<file path="config.mk">
export PLATFORM = sky130hd
export DESIGN_NAME = spi_nor_flash_command_sequencer_unit
export DESIGN_NICKNAME = d
export VERILOG_FILES = /design/src/snfcs_pkg.sv /design/src/spi_nor_flash_command_sequencer_unit.sv
export SDC_FILE = /design/constraint.sdc
export NUM_CORES = 1
export LEC_CHECK = 0
export ABC_CLOCK_PERIOD_IN_PS = 4700
export BUFFER_PORTS_ARGS = -buffer_cell sky130_fd_sc_hd__buf_2
export CORE_MARGIN = 3
export CORE_UTILIZATION = 54
export DETAILED_ROUTE_END_ITERATION = 10
export GPL_TIMING_DRIVEN = 0
export HOLD_SLACK_MARGIN = 0.15
export PLACE_DENSITY = 0.77
export SYNTH_ARGS = -nofsm -noshare
export SYNTH_HDL_FRONTEND = slang
export SYNTH_SLANG_ARGS = --single-unit
</file>
<file path="constraint.sdc">
create_clock -name clock -period 4.7 [get_ports clock]
set_input_delay 0.94 -clock clock [delete_from_list [all_inputs] [get_ports clock]]
set_output_delay 0.94 -clock clock [all_outputs]
set_load 0.03 [all_outputs]
</file>
<file path="src/snfcs_pkg.sv">
`timescale 1ns / 1ps

package snfcs_pkg;

   localparam int LENGTH_BITS = 16;
   localparam int MAX_RESULTS = 8;
   localparam int IDX_BITS = $clog2(MAX_RESULTS);
   localparam int CNT_BITS = $clog2(MAX_RESULTS + 1);

   localparam logic [2:0] ACT_READ_ID = 3'd0;
   localparam logic [2:0] ACT_READ    = 3'd1;
   localparam logic [2:0] ACT_PROGRAM = 3'd2;
   localparam logic [2:0] ACT_ERASE   = 3'd3;
   localparam logic [2:0] ACT_PAYLOAD = 3'd4;
   localparam logic [2:0] ACT_REPLY   = 3'd5;

   localparam logic [2:0] OP_SELECT   = 3'd0;
   localparam logic [2:0] OP_SEND     = 3'd1;
   localparam logic [2:0] OP_RECV     = 3'd2;
   localparam logic [2:0] OP_DESELECT = 3'd3;
   localparam logic [2:0] OP_HOST     = 3'd4;
   localparam logic [2:0] OP_IDDONE   = 3'd5;

   localparam logic [1:0] KIND_ID    = 2'd0;
   localparam logic [1:0] KIND_READ  = 2'd1;
   localparam logic [1:0] KIND_PROG  = 2'd2;
   localparam logic [1:0] KIND_ERASE = 2'd3;

   localparam logic [7:0] CMD_READ_ID      = 8'h9F;
   localparam logic [7:0] CMD_READ_STATUS  = 8'h05;
   localparam logic [7:0] CMD_READ         = 8'h03;
   localparam logic [7:0] CMD_WRITE_ENABLE = 8'h06;
   localparam logic [7:0] CMD_PROGRAM      = 8'h02;
   localparam logic [7:0] CMD_ERASE        = 8'h20;

   typedef enum logic [2:0] {
      PH_IDLE,
      PH_ID,
      PH_POLL1,
      PH_POLL2,
      PH_READ,
      PH_PROG
   } phase_type;

   typedef struct packed {
      logic [2:0]  action;
      logic [7:0]  block;
      logic [3:0]  sector;
      logic [3:0]  page;
      logic [7:0]  offset;
      logic [15:0] length;
      logic [7:0]  data_byte;
   } req_type;

   typedef struct packed {
      logic [2:0]  bus_op;
      logic [7:0]  bus_byte;
      logic [7:0]  manufacturer_id;
      logic [15:0] device_id;
      logic        last;
   } rsp_type;

endpackage

</file>
<file path="src/spi_nor_flash_command_sequencer_unit.sv">
`timescale 1ns / 1ps

// Host side sequencer for a serial NOR flash. Each request on the req_ channel
// is a host command (read id, read, program, erase), a program payload byte or
// a reply byte from the bus. A request turns into zero to seven results on the
// rsp_ channel: bus operations (select, send byte, receive request, deselect),
// read data for the host, or id done with the JEDEC id. The last result of a
// request has last set.
// The results of a request are computed in the cycle it is accepted and are
// held in a result buffer; the first one is offered in the next cycle and one
// result leaves per cycle after that while rsp_stall is low. The next request
// is taken in the same cycle as the last result of the previous one, so a
// request can follow every cycle when each yields one result and rsp_stall
// stays low. A request that yields no result leaves the buffer empty.
// While rsp_stall is high the offered result holds, and req_stall is raised
// once the buffer is in use. Synchronous reset empties the buffer and returns
// the sequencer to idle with cleared address, length and id state.
module spi_nor_flash_command_sequencer_unit (
   input  logic               clock,
   input  logic               reset,
   input  logic               req_valid,
   output logic               req_stall,
   input  snfcs_pkg::req_type req_payload,
   output logic               rsp_valid,
   input  logic               rsp_stall,
   output snfcs_pkg::rsp_type rsp_payload
);
   import snfcs_pkg::*;

   phase_type              phase_ff, phase_in;
   logic [1:0]             kind_ff, kind_in;
   logic [23:0]            addr_ff, addr_in;
   logic [LENGTH_BITS-1:0] left_ff, left_in;
   logic [23:0]            id_ff, id_in;
   logic [1:0]             idcnt_ff, idcnt_in;

   logic [2:0]             ops_ff [MAX_RESULTS];
   logic [2:0]             ops_in [MAX_RESULTS];
   logic [7:0]             bytes_ff [MAX_RESULTS];
   logic [7:0]             bytes_in [MAX_RESULTS];
   logic [CNT_BITS-1:0]    cnt_ff, cnt_in;
   logic [IDX_BITS-1:0]    idx_ff;

   logic                   req_fire, rsp_fire, rsp_last;
   logic [23:0]            cmd_addr;
   logic [LENGTH_BITS-1:0] left_dec;
   logic [23:0]            id_shift;

   assign rsp_valid = cnt_ff != '0;
   assign rsp_last  = ({1'b0, idx_ff} + 1'b1) == cnt_ff;
   assign rsp_fire  = rsp_valid && !rsp_stall;
   assign req_stall = rsp_valid && !(rsp_fire && rsp_last);
   assign req_fire  = req_valid && !req_stall;

   assign left_dec = left_ff - 1'b1;
   assign id_shift = {id_ff[15:0], req_payload.data_byte};
   assign cmd_addr = {req_payload.block, req_payload.sector,
                      (req_payload.action == ACT_ERASE) ? 12'h000 :
                      {req_payload.page, req_payload.offset}};

   always_comb begin
      logic [CNT_BITS-1:0] n;
      n        = '0;
      phase_in = phase_ff;
      kind_in  = kind_ff;
      addr_in  = addr_ff;
      left_in  = left_ff;
      id_in    = id_ff;
      idcnt_in = idcnt_ff;
      for (int i = 0; i < MAX_RESULTS; i++) begin
         ops_in[i]   = OP_SELECT;
         bytes_in[i] = 8'h00;
      end
      case (phase_ff)
         PH_IDLE: begin
            if (req_payload.action <= ACT_ERASE) begin
               kind_in = req_payload.action[1:0];
               addr_in = cmd_addr;
               left_in = req_payload.length[LENGTH_BITS-1:0];
               ops_in[0] = OP_SELECT;
               ops_in[1] = OP_SEND;
               ops_in[2] = OP_RECV;
               n = CNT_BITS'(3);
               if (req_payload.action == ACT_READ_ID) begin
                  id_in       = '0;
                  idcnt_in    = '0;
                  bytes_in[1] = CMD_READ_ID;
                  phase_in    = PH_ID;
               end else begin
                  bytes_in[1] = CMD_READ_STATUS;
                  phase_in    = PH_POLL1;
               end
            end
         end
         PH_ID: begin
            if (req_payload.action == ACT_REPLY) begin
               id_in = id_shift;
               if (idcnt_ff < 2'd2) begin
                  idcnt_in  = idcnt_ff + 1'b1;
                  ops_in[0] = OP_RECV;
                  n = CNT_BITS'(1);
               end else begin
                  ops_in[0] = OP_DESELECT;
                  ops_in[1] = OP_IDDONE;
                  n = CNT_BITS'(2);
                  idcnt_in = '0;
                  phase_in = PH_IDLE;
               end
            end
         end
         PH_POLL1, PH_POLL2: begin
            if (req_payload.action == ACT_REPLY) begin
               if (req_payload.data_byte[0]) begin
                  ops_in[0] = OP_RECV;
                  n = CNT_BITS'(1);
               end else begin
                  ops_in[0]   = OP_DESELECT;
                  ops_in[1]   = OP_SELECT;
                  ops_in[2]   = OP_SEND;
                  ops_in[3]   = OP_SEND;
                  ops_in[4]   = OP_SEND;
                  ops_in[5]   = OP_SEND;
                  bytes_in[3] = addr_ff[23:16];
                  bytes_in[4] = addr_ff[15:8];
                  bytes_in[5] = addr_ff[7:0];
                  if (kind_ff == KIND_READ) begin
                     bytes_in[2] = CMD_READ;
                     n = CNT_BITS'(7);
                     if (left_ff != '0) begin
                        ops_in[6] = OP_RECV;
                        phase_in  = PH_READ;
                     end else begin
                        ops_in[6] = OP_DESELECT;
                        phase_in  = PH_IDLE;
                     end
                  end else if (phase_ff == PH_POLL1 && kind_ff != KIND_ID) begin
                     bytes_in[2] = CMD_WRITE_ENABLE;
                     ops_in[3]   = OP_DESELECT;
                     ops_in[4]   = OP_SELECT;
                     ops_in[5]   = OP_SEND;
                     ops_in[6]   = OP_RECV;
                     bytes_in[3] = 8'h00;
                     bytes_in[4] = 8'h00;
                     bytes_in[5] = CMD_READ_STATUS;
                     n = CNT_BITS'(7);
                     phase_in = PH_POLL2;
                  end else if (kind_ff == KIND_PROG) begin
                     bytes_in[2] = CMD_PROGRAM;
                     if (left_ff != '0) begin
                        n = CNT_BITS'(6);
                        phase_in = PH_PROG;
                     end else begin
                        ops_in[6] = OP_DESELECT;
                        n = CNT_BITS'(7);
                        phase_in = PH_IDLE;
                     end
                  end else if (kind_ff == KIND_ERASE) begin
                     bytes_in[2] = CMD_ERASE;
                     ops_in[6]   = OP_DESELECT;
                     n = CNT_BITS'(7);
                     phase_in = PH_IDLE;
                  end else begin
                     n = CNT_BITS'(1);
                     phase_in = PH_IDLE;
                  end
               end
            end
         end
         PH_READ: begin
            if (req_payload.action == ACT_REPLY) begin
               ops_in[0]   = OP_HOST;
               bytes_in[0] = req_payload.data_byte;
               left_in     = left_dec;
               n = CNT_BITS'(2);
               if (left_dec == '0) begin
                  ops_in[1] = OP_DESELECT;
                  phase_in  = PH_IDLE;
               end else begin
                  ops_in[1] = OP_RECV;
               end
            end
         end
         PH_PROG: begin
            if (req_payload.action == ACT_PAYLOAD) begin
               ops_in[0]   = OP_SEND;
               bytes_in[0] = req_payload.data_byte;
               left_in     = left_dec;
               n = CNT_BITS'(1);
               if (left_dec == '0) begin
                  ops_in[1] = OP_DESELECT;
                  n = CNT_BITS'(2);
                  phase_in  = PH_IDLE;
               end
            end
         end
         default: begin
            phase_in = PH_IDLE;
         end
      endcase
      cnt_in = n;
   end

   always_ff @(posedge clock) begin
      if (reset) begin
         phase_ff <= PH_IDLE;
         kind_ff  <= '0;
         addr_ff  <= '0;
         left_ff  <= '0;
         id_ff    <= '0;
         idcnt_ff <= '0;
         cnt_ff   <= '0;
         idx_ff   <= '0;
      end else if (req_fire) begin
         phase_ff <= phase_in;
         kind_ff  <= kind_in;
         addr_ff  <= addr_in;
         left_ff  <= left_in;
         id_ff    <= id_in;
         idcnt_ff <= idcnt_in;
         cnt_ff   <= cnt_in;
         idx_ff   <= '0;
      end else if (rsp_fire) begin
         if (rsp_last) begin
            cnt_ff <= '0;
         end
         idx_ff <= idx_ff + 1'b1;
      end
   end

   always_ff @(posedge clock) begin
      if (req_fire) begin
         ops_ff   <= ops_in;
         bytes_ff <= bytes_in;
      end
   end

   always_comb begin
      rsp_payload.bus_op          = ops_ff[idx_ff];
      rsp_payload.bus_byte        = bytes_ff[idx_ff];
      rsp_payload.manufacturer_id = 8'h00;
      rsp_payload.device_id       = 16'h0000;
      rsp_payload.last            = rsp_last;
      if (ops_ff[idx_ff] == OP_IDDONE) begin
         rsp_payload.manufacturer_id = id_ff[23:16];
         rsp_payload.device_id       = id_ff[15:0];
      end
   end

`ifndef SYNTH
   a_iddone_last: assert property (@(posedge clock) disable iff (reset)
      rsp_valid && rsp_payload.bus_op == OP_IDDONE |-> rsp_payload.last)
      else $error("id done result is not the last of its request");

   a_idx_in_range: assert property (@(posedge clock) disable iff (reset)
      rsp_valid |-> {1'b0, idx_ff} < cnt_ff)
      else $error("result index beyond buffer fill");

   a_drain_empty: assert property (@(posedge clock) disable iff (reset)
      rsp_fire && rsp_last && !req_valid |=> !rsp_valid)
      else $error("result buffer not empty after last result");
`endif

endmodule
</file>
* Word-level counts from Yosys, hierarchy flattened
Cells that the tools add are included.
** Cells by class
- Add/subtract/negate cells :: 4
- $lt $le $gt $ge :: 3
- Equal/unequal tests :: 21
- Mux-type cells :: 84
- Bitwise gates (word level) :: 3
- Reductions and logical operators :: 29
** Operators with widths (number)
- $mux W24 :: 6
- $mux W3 :: 22
- $mux W8 :: 7
- $mux W16 :: 3
- $pmux W16 S3 :: 1
- $pmux W24 S2 :: 1
- $mux W4 :: 10
- $mux W2 :: 15
- $pmux W6 S5 :: 1
- $bmux W8 S3 :: 1
- $mux W21 :: 1
- $pmux W4 S5 :: 1
- $mux W6 :: 3
- $logic_not A16 Y1 :: 1
- $ne A2 B2 Y1 const B :: 8
- $pmux W8 S2 :: 1
- $reduce_bool A16 Y1 :: 1
- $sub A16 B1 Y16 const B :: 1
- $eq A3 B3 Y1 const B :: 5
- $pmux W3 S5 :: 1
- $mux W13 :: 1
- $mux W12 :: 1
- $reduce_and A5 Y1 :: 2
- $bmux W3 S3 :: 1
- 29 further kinds :: 49
** Storage, ports and cells
- Flip-flop bits (word level) :: 145
- Input bits :: 55
- Output and inout port bits :: 38
- Word-level logic and storage cells :: 170

* Depth between registers and ports, before layout
Gate-level depths: netlist (run 1).
- Word-level depth :: 9
- Mapped depth :: 9
- Depth with buffers taken out :: 8

* Worst setup path after synthesis (run 1)
No wires, ideal clock.
- Path kind :: register to output
- From :: register idx_ff[0]
- To :: output rsp_payload[10] in the netlist's numbering
- Arrival :: 2456 ps
- Data required time :: 3760 ps
- Path slack :: 1304 ps
- Stages on the path, launching flop included :: 7
- Buffers on the path :: 2
- Path through :: dfxtp_1 buf_1 mux2i_1 nor3_1 and3b_1 clkbuf_1 and2_1
** RTL lines
- start, declared :: RTL line spi_nor_flash_command_sequencer_unit.sv:42 : logic [IDX_BITS-1:0] idx_ff;
- start signal, assigned :: RTL line spi_nor_flash_command_sequencer_unit.sv:226 : idx_ff <= idx_ff + 1'b1;
- end, declared :: RTL line spi_nor_flash_command_sequencer_unit.sv:26 : output snfcs_pkg::rsp_type rsp_payload

* Worst setup path after layout (run 1)
- From :: register idx_ff[0]
- To :: register id_ff[22]
** On the way
- Cells in the longest elaborated chain, start to end :: 8
** Ends and longest elaborated chain
- $add A3 B1 Y4 :: RTL line spi_nor_flash_command_sequencer_unit.sv:50 : assign rsp_last = ({1'b0, idx_ff} + 1'b1) == cnt_ff;
- $eq A4 B4 Y1 :: RTL line spi_nor_flash_command_sequencer_unit.sv:50
- $logic_and A1 B1 Y1 :: RTL line spi_nor_flash_command_sequencer_unit.sv:52 : assign req_stall = rsp_valid && !(rsp_fire && rsp_last);
- $logic_not A1 Y1 :: RTL line spi_nor_flash_command_sequencer_unit.sv:52
- $logic_and A1 B1 Y1 :: RTL line spi_nor_flash_command_sequencer_unit.sv:52
- $logic_not A1 Y1 :: RTL line spi_nor_flash_command_sequencer_unit.sv:53 : assign req_fire = req_valid && !req_stall;
- $logic_and A1 B1 Y1 :: RTL line spi_nor_flash_command_sequencer_unit.sv:53
- named net req_fire :: RTL line spi_nor_flash_command_sequencer_unit.sv:44 : logic req_fire, rsp_fire, rsp_last;
- $reduce_and A5 Y1 (no line)
- end signal, assigned :: RTL line spi_nor_flash_command_sequencer_unit.sv:218 : id_ff <= id_in;
- end, declared :: RTL line spi_nor_flash_command_sequencer_unit.sv:34 : logic [23:0] id_ff, id_in;
The timed path passes the listed nets, and every way through them passes these cells.
A chain may end at the register's enable or synchronous reset.

==> flow_summary.ini, run 1 <==
[floorplan]
die_x_um = 113.6
initial_utilization = 0.5640
dieArea_sq_um = 12900
std_cell_rows = 38
ios = 93
core_area_sq_um = 11080
die_h_um = 113.6

[clocking]
tritoncts = built
cts_buffers = 17
clockRootBuffer = clkbuf_16
h-tree-depth = 4
insertion_delay_ns = 0.42
clkSlewWorstSetupHoldPaths_ns = 0.06
cts_max_path_buffers = 2
clkSinkCount = 127
cts_setup_buffers = 0
cts_resized = 0
cts_hold_buf = 0

[sta]
relSlewSlack = 0.1601
period_needed_ns = 4.124
fin_setup_tns_ns = 0
finalCritPeriodShare = 0.8775
fmax_mhz = 242.5
final-hold-violation-count = 0
rsz0062_at_grt = false
tightest_slew_ns = 1.260
finalMaxSlewViolations = 0
fin_worst_skew_ns = 0.01029
setup_viol = 0
holdWs_ns = 0.4486
layout_setup_ws_ns = 0.5758

[drt]
route.detailed.drc = 0
vias = 5584
ant_nets = 0
vias_per_cell = 5.884
avgRoutedWirePerCell_um = 17.99
postRouteWirelength_um = 17070
first_iter_violations = 578
dr.pass1.iters = 5

[place]
pre_cts_slack_ns = 0.4841
portBuffers = 91
gp_congestion = 0.9118
place_hpwl_um = 12090
dpl_cell_area_sq_um = 6879

[yosys]
syn_nets = 744
ys_ff_latch = 127
async_flop_share = 0
synth_ff_type = dfxtp_1
syn_inst = 686
syn-cell-area_sq_um = 6248
ys_seq_area_frac = 0.4870
ys_types = 63
synth-edff-count = 50
ys_warn_count = 0
syn_area_per_cell_sq_um = 9.109

[power_and_ir_drop]
p_leak_nw = 2.882
clkPwrFrac = 0.398
power_mw = 3.754
seq_power_share = 0.370
p_switching_mw = 1.168
peakVddDrop_mv = 0.3649
p_sw_frac = 0.3112
comb_power_share = 0.232
p_int_mw = 2.586
powerDensity_nw_per_um2 = 497.5

[worst_setup_path]
regToRegSetupSlack_ns = 0.58
worstSetupPathType = reg -> reg
critical_path.slowest_cell = buf_2
cp_data_required_time_ns = 4.99
cp_max_fo = 59
arrival_ns = 4.41
cpPeakStageDelay_ns = 1.08
crit_chain = ha_1 > xor2_1 > o41ai_2 > buf_2 > o21ai_1 > clkbuf_1 > a22oi_1 > nor2_1
cp-end-kind = flop
startpoint_type = flop

[global_routing]
track_usage = 0.2714
grt_first_pass_wirelength_um = 27370
grt_pass1_vias = 5353
grt_max_degree = 60
antenna_found_initial = 0
grt_overflow = 0

[cells_and_area]
diodes = 0
design_area_sq_um = 7545
fillCellCount = 845
final_layout_size_suffix_gt1_frac = 0.1854
areaGrowthSynthToFinish_pct = 20.74
nets = 854

[worst_hold_path]
min_path_type = reg -> reg

[run_status]
status = finished clean

[run]
cap_violations = 0
-- per-layer routing --
layer,vias to the layer above,track usage,part of all wire
met5,-,0,0
met4,0,0.08574,0.017
met2,263,0.4350,0.48
li1,2677,-,-
met1,2620,0.3603,0.42
met3,24,0.07321,0.083
-- critical path: cells and delay by family, from the launching register on --
kind | cells | cell delay [ns]
adder cells (fa/ha/maj) | 1 | 0.32
flip-flops | 1 | 0.45
XOR/XNOR | 1 | 0.19
AO/OA/AOI/OAI | 3 | 1.48
buffers and inverters | 2 | 1.46
AND/OR/NAND/NOR | 1 | 0.07
-- power by group through the flow --
stage,registers (mW),logic (mW),clock network [mW]
after floorplan,1.37,0.630,0
after global placement,1.40,0.830,0
after detailed placement,1.41,0.849,0
after CTS,1.39,0.858,1.50
after global routing,1.40,0.954,1.55
final,1.39,0.871,1.49
-- per-stage QoR --
stage          utilization  std cells
6_report            0.6810        949
5_1_grt             0.6810        949
4_1_cts             0.6810        949
3_5_place_dp        0.6210        917
3_3_place_gp        0.6210        917
2_1_floorplan            -        686
-- kinds of logic (layout without fill, tap and decap cells) --
group | after synthesis | in the layout | share of synthesized area
adder cells (fa/ha/maj) | 3 | 3 | 0.006008
buffers and inverters | 66 | 189 | 0.04125
XOR/XNOR | 7 | 7 | 0.009812
AO/OA/AOI/OAI | 170 | 170 | 0.1764
multiplexers | 19 | 19 | 0.04465
AND/OR/NAND/NOR | 294 | 294 | 0.2349
flip-flops | 127 | 127 | 0.4870
-- synth_stat cells, types with 6 or more instances --
master | count | area, sq um
clkbuf_1 | 40 | 150.1
nand3_1 | 17 | 85.08
nor2b_1 | 6 | 37.54
dfxtp_1 | 77 | 1541
a22oi_1 | 26 | 195.2
nor3_1 | 13 | 65.06
mux4_2 | 7 | 157.7
mux2i_1 | 11 | 110.1
nand2b_1 | 9 | 56.30
nor2_1 | 67 | 251.5
and2_1 | 57 | 356.6
a21oi_1 | 55 | 275.3
nand2_1 | 90 | 337.8
a31oi_1 | 10 | 62.56
o21ai_0 | 23 | 115.1
edfxtp_1 | 50 | 1501
a211oi_1 | 10 | 75.07
inv_1 | 17 | 63.81
o22ai_1 | 11 | 68.82
-- registers in the layout (all words and copies together), names as in the netlist, 3 cells and up --
register,count
bytes_ff,38
addr_ff,24
id_ff,24
left_ff,16
ops_ff,12
cnt_ff,3
idx_ff,3
phase_ff,3
-- cell usage in the layout, fill, tap and decap left out, drive strengths merged, types with 3 or more instances in the layout --
master	instances
nand2b	9
o31ai	3
nand2	90
buf	100
mux2i	11
nor2	67
nand3b	5
and3b	3
dfxtp	77
clkinv	5
o22ai	11
or2	4
a22oi	26
or3	5
mux4	7
a21oi	56
o21ai	26
a21boi	4
bufinv	6
ha	3
and2	58
o41ai	4
xnor2	4
clkbuf	57
edfxtp	50
inv	19
nor2b	6
a211oi	10
or4	3
nor3	13
nor3b	3
nand3	17
nor4	5
xor2	3
a31oi	10
-- layout make-up --
class                   instances  area, sq um  area share
repair buffers                 91        455.4     0.06036
well taps                     140        175.2     0.02322
plain buffers                  49        193.9     0.02570
clock inverters                15        240.2     0.03184
inverters                      17        63.81    0.008458
multi-input cells             493         2948      0.3907
flip-flops and latches        127         3043      0.4033
clock buffers                  17        425.4     0.05638
-- final timing paths --
kind | cells past startpoint | endpoint | start
setup / recovery | 8 | id_ff[22]$_SDFFE_PP0P_ | idx_ff[0]$_SDFFE_PP0P_
hold / removal | 2 | addr_ff[18]$_SDFFE_PP0P_ | addr_ff[18]$_SDFFE_PP0P_
setup reg to reg | 8 | id_ff[22]$_SDFFE_PP0P_ | idx_ff[0]$_SDFFE_PP0P_
hold reg to reg | 2 | addr_ff[18]$_SDFFE_PP0P_ | addr_ff[18]$_SDFFE_PP0P_
No activity file was read; power rests on OpenSTA's default activity.
==> inputs of run 2 (changes only) <==
Settings changed: CORE_UTILIZATION 54 to 62, PLACE_DENSITY 0.77 to 0.85.
==> flow_summary.ini, run 2 (same netlist as run 1, synthesis figures left out) <==
[run_status]
status = finished clean

[floorplan]
dieArea_sq_um = 11320
ios = 93
std_cell_rows = 36
initial_utilization = 0.6393
die_x_um = 106.4
core_area_sq_um = 9774
die_h_um = 106.4

[cells_and_area]
final_cells = 942
fillCellCount = 703
seqCellArea_sq_um = 3043
multi_input_area_sq_um = 2948
diodes = 0
mostFrequentLayoutCells = buf_2 (96), nand2_1 (90), dfxtp_1 (77), nor2_1 (67), and2_1 (57)
nets = 854
largest_register = bytes_ff
largest_reg_flops = 38
areaGrowthSynthToFinish_pct = 19.72
final_common_cell = buf_2
top_regs = bytes_ff x38, addr_ff x24, id_ff x24
final_layout_size_suffix_gt1_frac = 0.1867

[clocking]
cts_setup_buffers = 0
clockRootBuffer = clkbuf_8
insertion_delay_ns = 0.53
h-tree-depth = 4
cts_max_path_buffers = 2
clkSlewWorstSetupHoldPaths_ns = 0.06
clkSinkCount = 127
cts_hold_buf = 0
cts_resized = 0
cts_buffers = 17
tritoncts = built

[place]
gp_congestion = 0.9534
place_hpwl_um = 12230
portBuffers = 91
pre_cts_slack_ns = 0.5015
placedCellCount = 910

[sta]
fin_setup_tns_ns = 0
fin_worst_skew_ns = 0.007282
tightest_slew_ns = 1.280
period_needed_ns = 4.182
layout_setup_ws_ns = 0.5180
finalCritPeriodShare = 0.8898
setup_viol = 0
final-hold-violation-count = 0
rsz0062_at_grt = false
relSlewSlack = 0.1468
finalMaxSlewViolations = 0
fmax_mhz = 239.1

[global_routing]
grt_max_degree = 60
track_usage = 0.3157
grt_pass1_vias = 5519
grt_overflow = 0
grt_first_pass_wirelength_um = 27580
antenna_found_initial = 0

[drt]
ant_nets = 0
dr.pass1.iters = 5
route.detailed.drc = 0
avgRoutedWirePerCell_um = 18.32
postRouteWirelength_um = 17250
vias_per_cell = 6.092
vias = 5739
first_iter_violations = 501

[power_and_ir_drop]
power_mw = 3.589
powerDensity_nw_per_um2 = 479.7
peakVddDrop_mv = 0.2484
p_leak_nw = 2.865

[worst_setup_path]
reg2reg_depth = 9
worstSetupPathType = reg -> reg
startpoint_type = flop
rr_startpoint = idx_ff[0]$_SDFFE_PP0P_
cp_data_required_time_ns = 5.09
cp-end-kind = flop
arrival_ns = 4.58
rr_endpoint = id_ff[11]$_SDFFE_PP0P_
regToRegSetupSlack_ns = 0.52
cp_max_fo = 59

[worst_hold_path]
min_path_type = reg -> reg
min_from = addr_ff[21]$_SDFFE_PP0P_
whs_path_depth = 2
min_to = addr_ff[21]$_SDFFE_PP0P_

[run]
cap_violations = 0
## run 2: changes by cell type in the layout (fill, tap and decap cells not counted)
| cell | change |
|---|---|
| clkinvlp_4 | -1 |
| inv_4 | +1 |
| bufinv_16 | -5 |
| clkbuf_8 | +3 |
| clkinv_1 | -1 |
| clkinv_4 | +1 |
| clkbuf_16 | +2 |
## run 2: through the flow
stage,hold slack [ns],area [sq um],utilization
after floorplan,0.4273,6248,-
after global placement,0.4334,6870,0.7029
after detailed placement,0.4426,6870,0.7029
after CTS,0.4510,7481,0.7654
after global routing,0.4752,7481,0.7654
final,0.4490,7481,0.7654
## run 2: final cells by class
class | count | area share
clock inverter | 10 | 0.01254
multi-input combinational | 493 | 0.3940
clock buffer | 22 | 0.06908
buffer | 49 | 0.02592
sequential | 127 | 0.4068
timing repair buffer | 91 | 0.06088
inverter | 17 | 0.008530
tap | 133 | 0.02224
## run 2: worst max-delay path by stage
stage	startpoint	endpoint	slack (ns)	cells after the start
finish	idx_ff[0]$_SDFFE_PP0P_	id_ff[11]$_SDFFE_PP0P_	0.52	9
global route	idx_ff[0]$_SDFFE_PP0P_	id_ff[11]$_SDFFE_PP0P_	0.20	9
CTS	idx_ff[0]$_SDFFE_PP0P_	id_ff[11]$_SDFFE_PP0P_	0.57	9
detailed placement	rsp_stall	id_ff[9]$_SDFFE_PP0P_	0.50	8
global placement	rsp_stall	id_ff[9]$_SDFFE_PP0P_	0.62	8
floorplan	idx_ff[0]$_SDFFE_PP0P_	rsp_payload[10]	1.30	6
## run 2: power breakdown
group / internal, mW / switching [mW] / leakage (nW)
Combinational: 0.298 / 0.575 / 1.43
Clock: 0.827 / 0.496 / 0.303
Sequential: 1.30 / 0.0973 / 1.13
Total: 2.42 / 1.17 / 2.86
## run 2: layer usage
metal	track usage	wire length, um
met5	0	0
met4	0.1425	463
met3	0.08075	1460
met2	0.5090	8358
met1	0.4005	6971
## run 2: worst max-delay path, stage by stage, from the launching register on
cell,delay (ns)
dfxtp_1,0.37
ha_1,0.25
xnor2_1,0.24
xnor2_1,0.16
o41ai_2,0.67
buf_2,1.08
o21ai_1,0.51
clkbuf_1,0.38
a22oi_1,0.29
nor2_1,0.08
==> inputs of run 3 (changes only) <==
Settings changed: ABC_CLOCK_PERIOD_IN_PS 4700 to 5400, PLACE_DENSITY 0.85 to not set, PLACE_DENSITY_LB_ADDON set to 0.15.
Clock period 4.7 ns to 5.4 ns, I/O delays scaled along.
==> flow_summary.ini, run 3 (same netlist as run 1, synthesis figures left out) <==
[power_and_ir_drop]
power_mw = 3.020
clkPwrFrac = 0.346
p_switching_mw = 0.9995
p_int_mw = 2.020
comb_power_share = 0.252
peakVddDrop_mv = 0.2212
seq_power_share = 0.402
p_leak_nw = 2.827
p_sw_frac = 0.3310
powerDensity_nw_per_um2 = 407.5

[worst_setup_path]
regToRegSetupSlack_ns = 1.25
reg2reg_depth = 8
worstSetupPathType = reg -> reg
cp-end-kind = flop
startpoint_type = flop
rr_endpoint = id_ff[15]$_SDFFE_PP0P_
rr_startpoint = idx_ff[0]$_SDFFE_PP0P_
cp_data_required_time_ns = 5.80
arrival_ns = 4.55
cp_max_fo = 59

[sta]
finalMaxSlewViolations = 0
relSlewSlack = 0.1484
rsz0062_at_grt = false
fmax_mhz = 240.8
final-hold-violation-count = 0
period_needed_ns = 4.153
tightest_slew_ns = 1.277
setup_viol = 0
finalCritPeriodShare = 0.7691
fin_setup_tns_ns = 0
fin_worst_skew_ns = 0.01250

[clocking]
cts_buffers = 17
cts_resized = 0
clkSinkCount = 127
cts_hold_buf = 0
cts_max_path_buffers = 2
clockRootBuffer = clkbuf_8
h-tree-depth = 4
clkSlewWorstSetupHoldPaths_ns = 0.06
tritoncts = built
insertion_delay_ns = 0.53
cts_setup_buffers = 0

[drt]
vias_per_cell = 6.047
avgRoutedWirePerCell_um = 18.26
route.detailed.drc = 0
vias = 5696
dr.pass1.iters = 6
first_iter_violations = 627
ant_nets = 0
postRouteWirelength_um = 17210

[worst_hold_path]
min_to = addr_ff[8]$_SDFFE_PP0P_
whs_path_depth = 2
min_path_type = reg -> reg
min_from = addr_ff[8]$_SDFFE_PP0P_

[cells_and_area]
largest_register = bytes_ff
design_area_sq_um = 7411
nets = 854
final_layout_size_suffix_gt1_frac = 0.1829
final_common_cell = buf_2
diodes = 0
largest_reg_flops = 38
postLayoutCoreUtil = 0.7582
areaGrowthSynthToFinish_pct = 18.60
top_regs = bytes_ff x38, addr_ff x24, id_ff x24
mostFrequentLayoutCells = buf_2 (96), nand2_1 (90), dfxtp_1 (77), nor2_1 (67), and2_1 (57)

[global_routing]
track_usage = 0.3088
grt_overflow = 0
grt_pass1_vias = 5309
grt_first_pass_wirelength_um = 26720
grt_max_degree = 60
antenna_found_initial = 0

[place]
dpl_cell_area_sq_um = 6870
gp_congestion = 0.9307
portBuffers = 91
place_hpwl_um = 12010

[floorplan]
initial_utilization = 0.6393
die_h_um = 106.4
ios = 93
core_area_sq_um = 9774
std_cell_rows = 36
die_x_um = 106.4
dieArea_sq_um = 11320

[run_status]
status = finished clean

[run]
cap_violations = 0
run 3: stage by stage:
step | worst slack (ns) | instances | hold WS [ns]
after detailed placement | 1.054 | 910 | 0.4425
after CTS | 1.294 | 942 | 0.4501
final | 1.247 | 942 | 0.4472
after global routing | 0.8894 | 942 | 0.4703
after floorplan | 1.864 | 686 | 0.4273
after global placement | 1.163 | 910 | 0.4348
run 3: worst max path at each step:
| stage | from | end | slack, ns | cells after the start |
|---|---|---|---|---|
| 6_report | idx_ff[0]$_SDFFE_PP0P_ | id_ff[15]$_SDFFE_PP0P_ | 1.25 | 8 |
| 5_1_grt | idx_ff[0]$_SDFFE_PP0P_ | id_ff[15]$_SDFFE_PP0P_ | 0.89 | 9 |
| 4_1_cts | idx_ff[1]$_SDFFE_PP0P_ | rsp_payload[10] | 1.29 | 9 |
| 3_5_place_dp | rsp_stall | id_ff[20]$_SDFFE_PP0P_ | 1.05 | 8 |
| 3_3_place_gp | rsp_stall | id_ff[16]$_SDFFE_PP0P_ | 1.16 | 8 |
| 2_1_floorplan | idx_ff[0]$_SDFFE_PP0P_ | rsp_payload[10] | 1.86 | 6 |
run 3: cell type report:
| cell class | instances | area, sq um |
|---|---|---|
| Sequential cell | 127 | 3043 |
| Multi-Input combinational cell | 493 | 2948 |
| Fill cell | 714 | 2364 |
| Timing Repair Buffer | 91 | 455.4 |
| Clock buffer | 22 | 452.9 |
| Buffer | 49 | 193.9 |
| Tap cell | 133 | 166.4 |
| Clock inverter | 10 | 87.58 |
| Inverter | 17 | 63.81 |
run 3: worst max-delay path, stage by stage, from the launching register on:
cell      delay (ns)
dfxtp_1         0.46
ha_1            0.31
xor2_1          0.19
o41ai_2         0.69
buf_2           1.08
o21ai_1         0.53
clkbuf_1        0.39
a22oi_1         0.27
nor2_1          0.07
run 3: power groups by stage:
stage	Clock (mW)	Combinational [mW]	Sequential, mW
floorplan	0	0.549	1.19
global placement	0	0.721	1.22
detailed placement	0	0.739	1.23
CTS	1.05	0.746	1.21
global route	1.10	0.824	1.22
finish	1.05	0.761	1.21
run 3: metal layers:
metal,global-route usage,share of wire,vias up
met3,0.06497,0.088,54
met1,0.3994,0.40,2663
met2,0.4910,0.48,299
met4,0.1573,0.033,0
met5,0,0,-
li1,-,-,2680
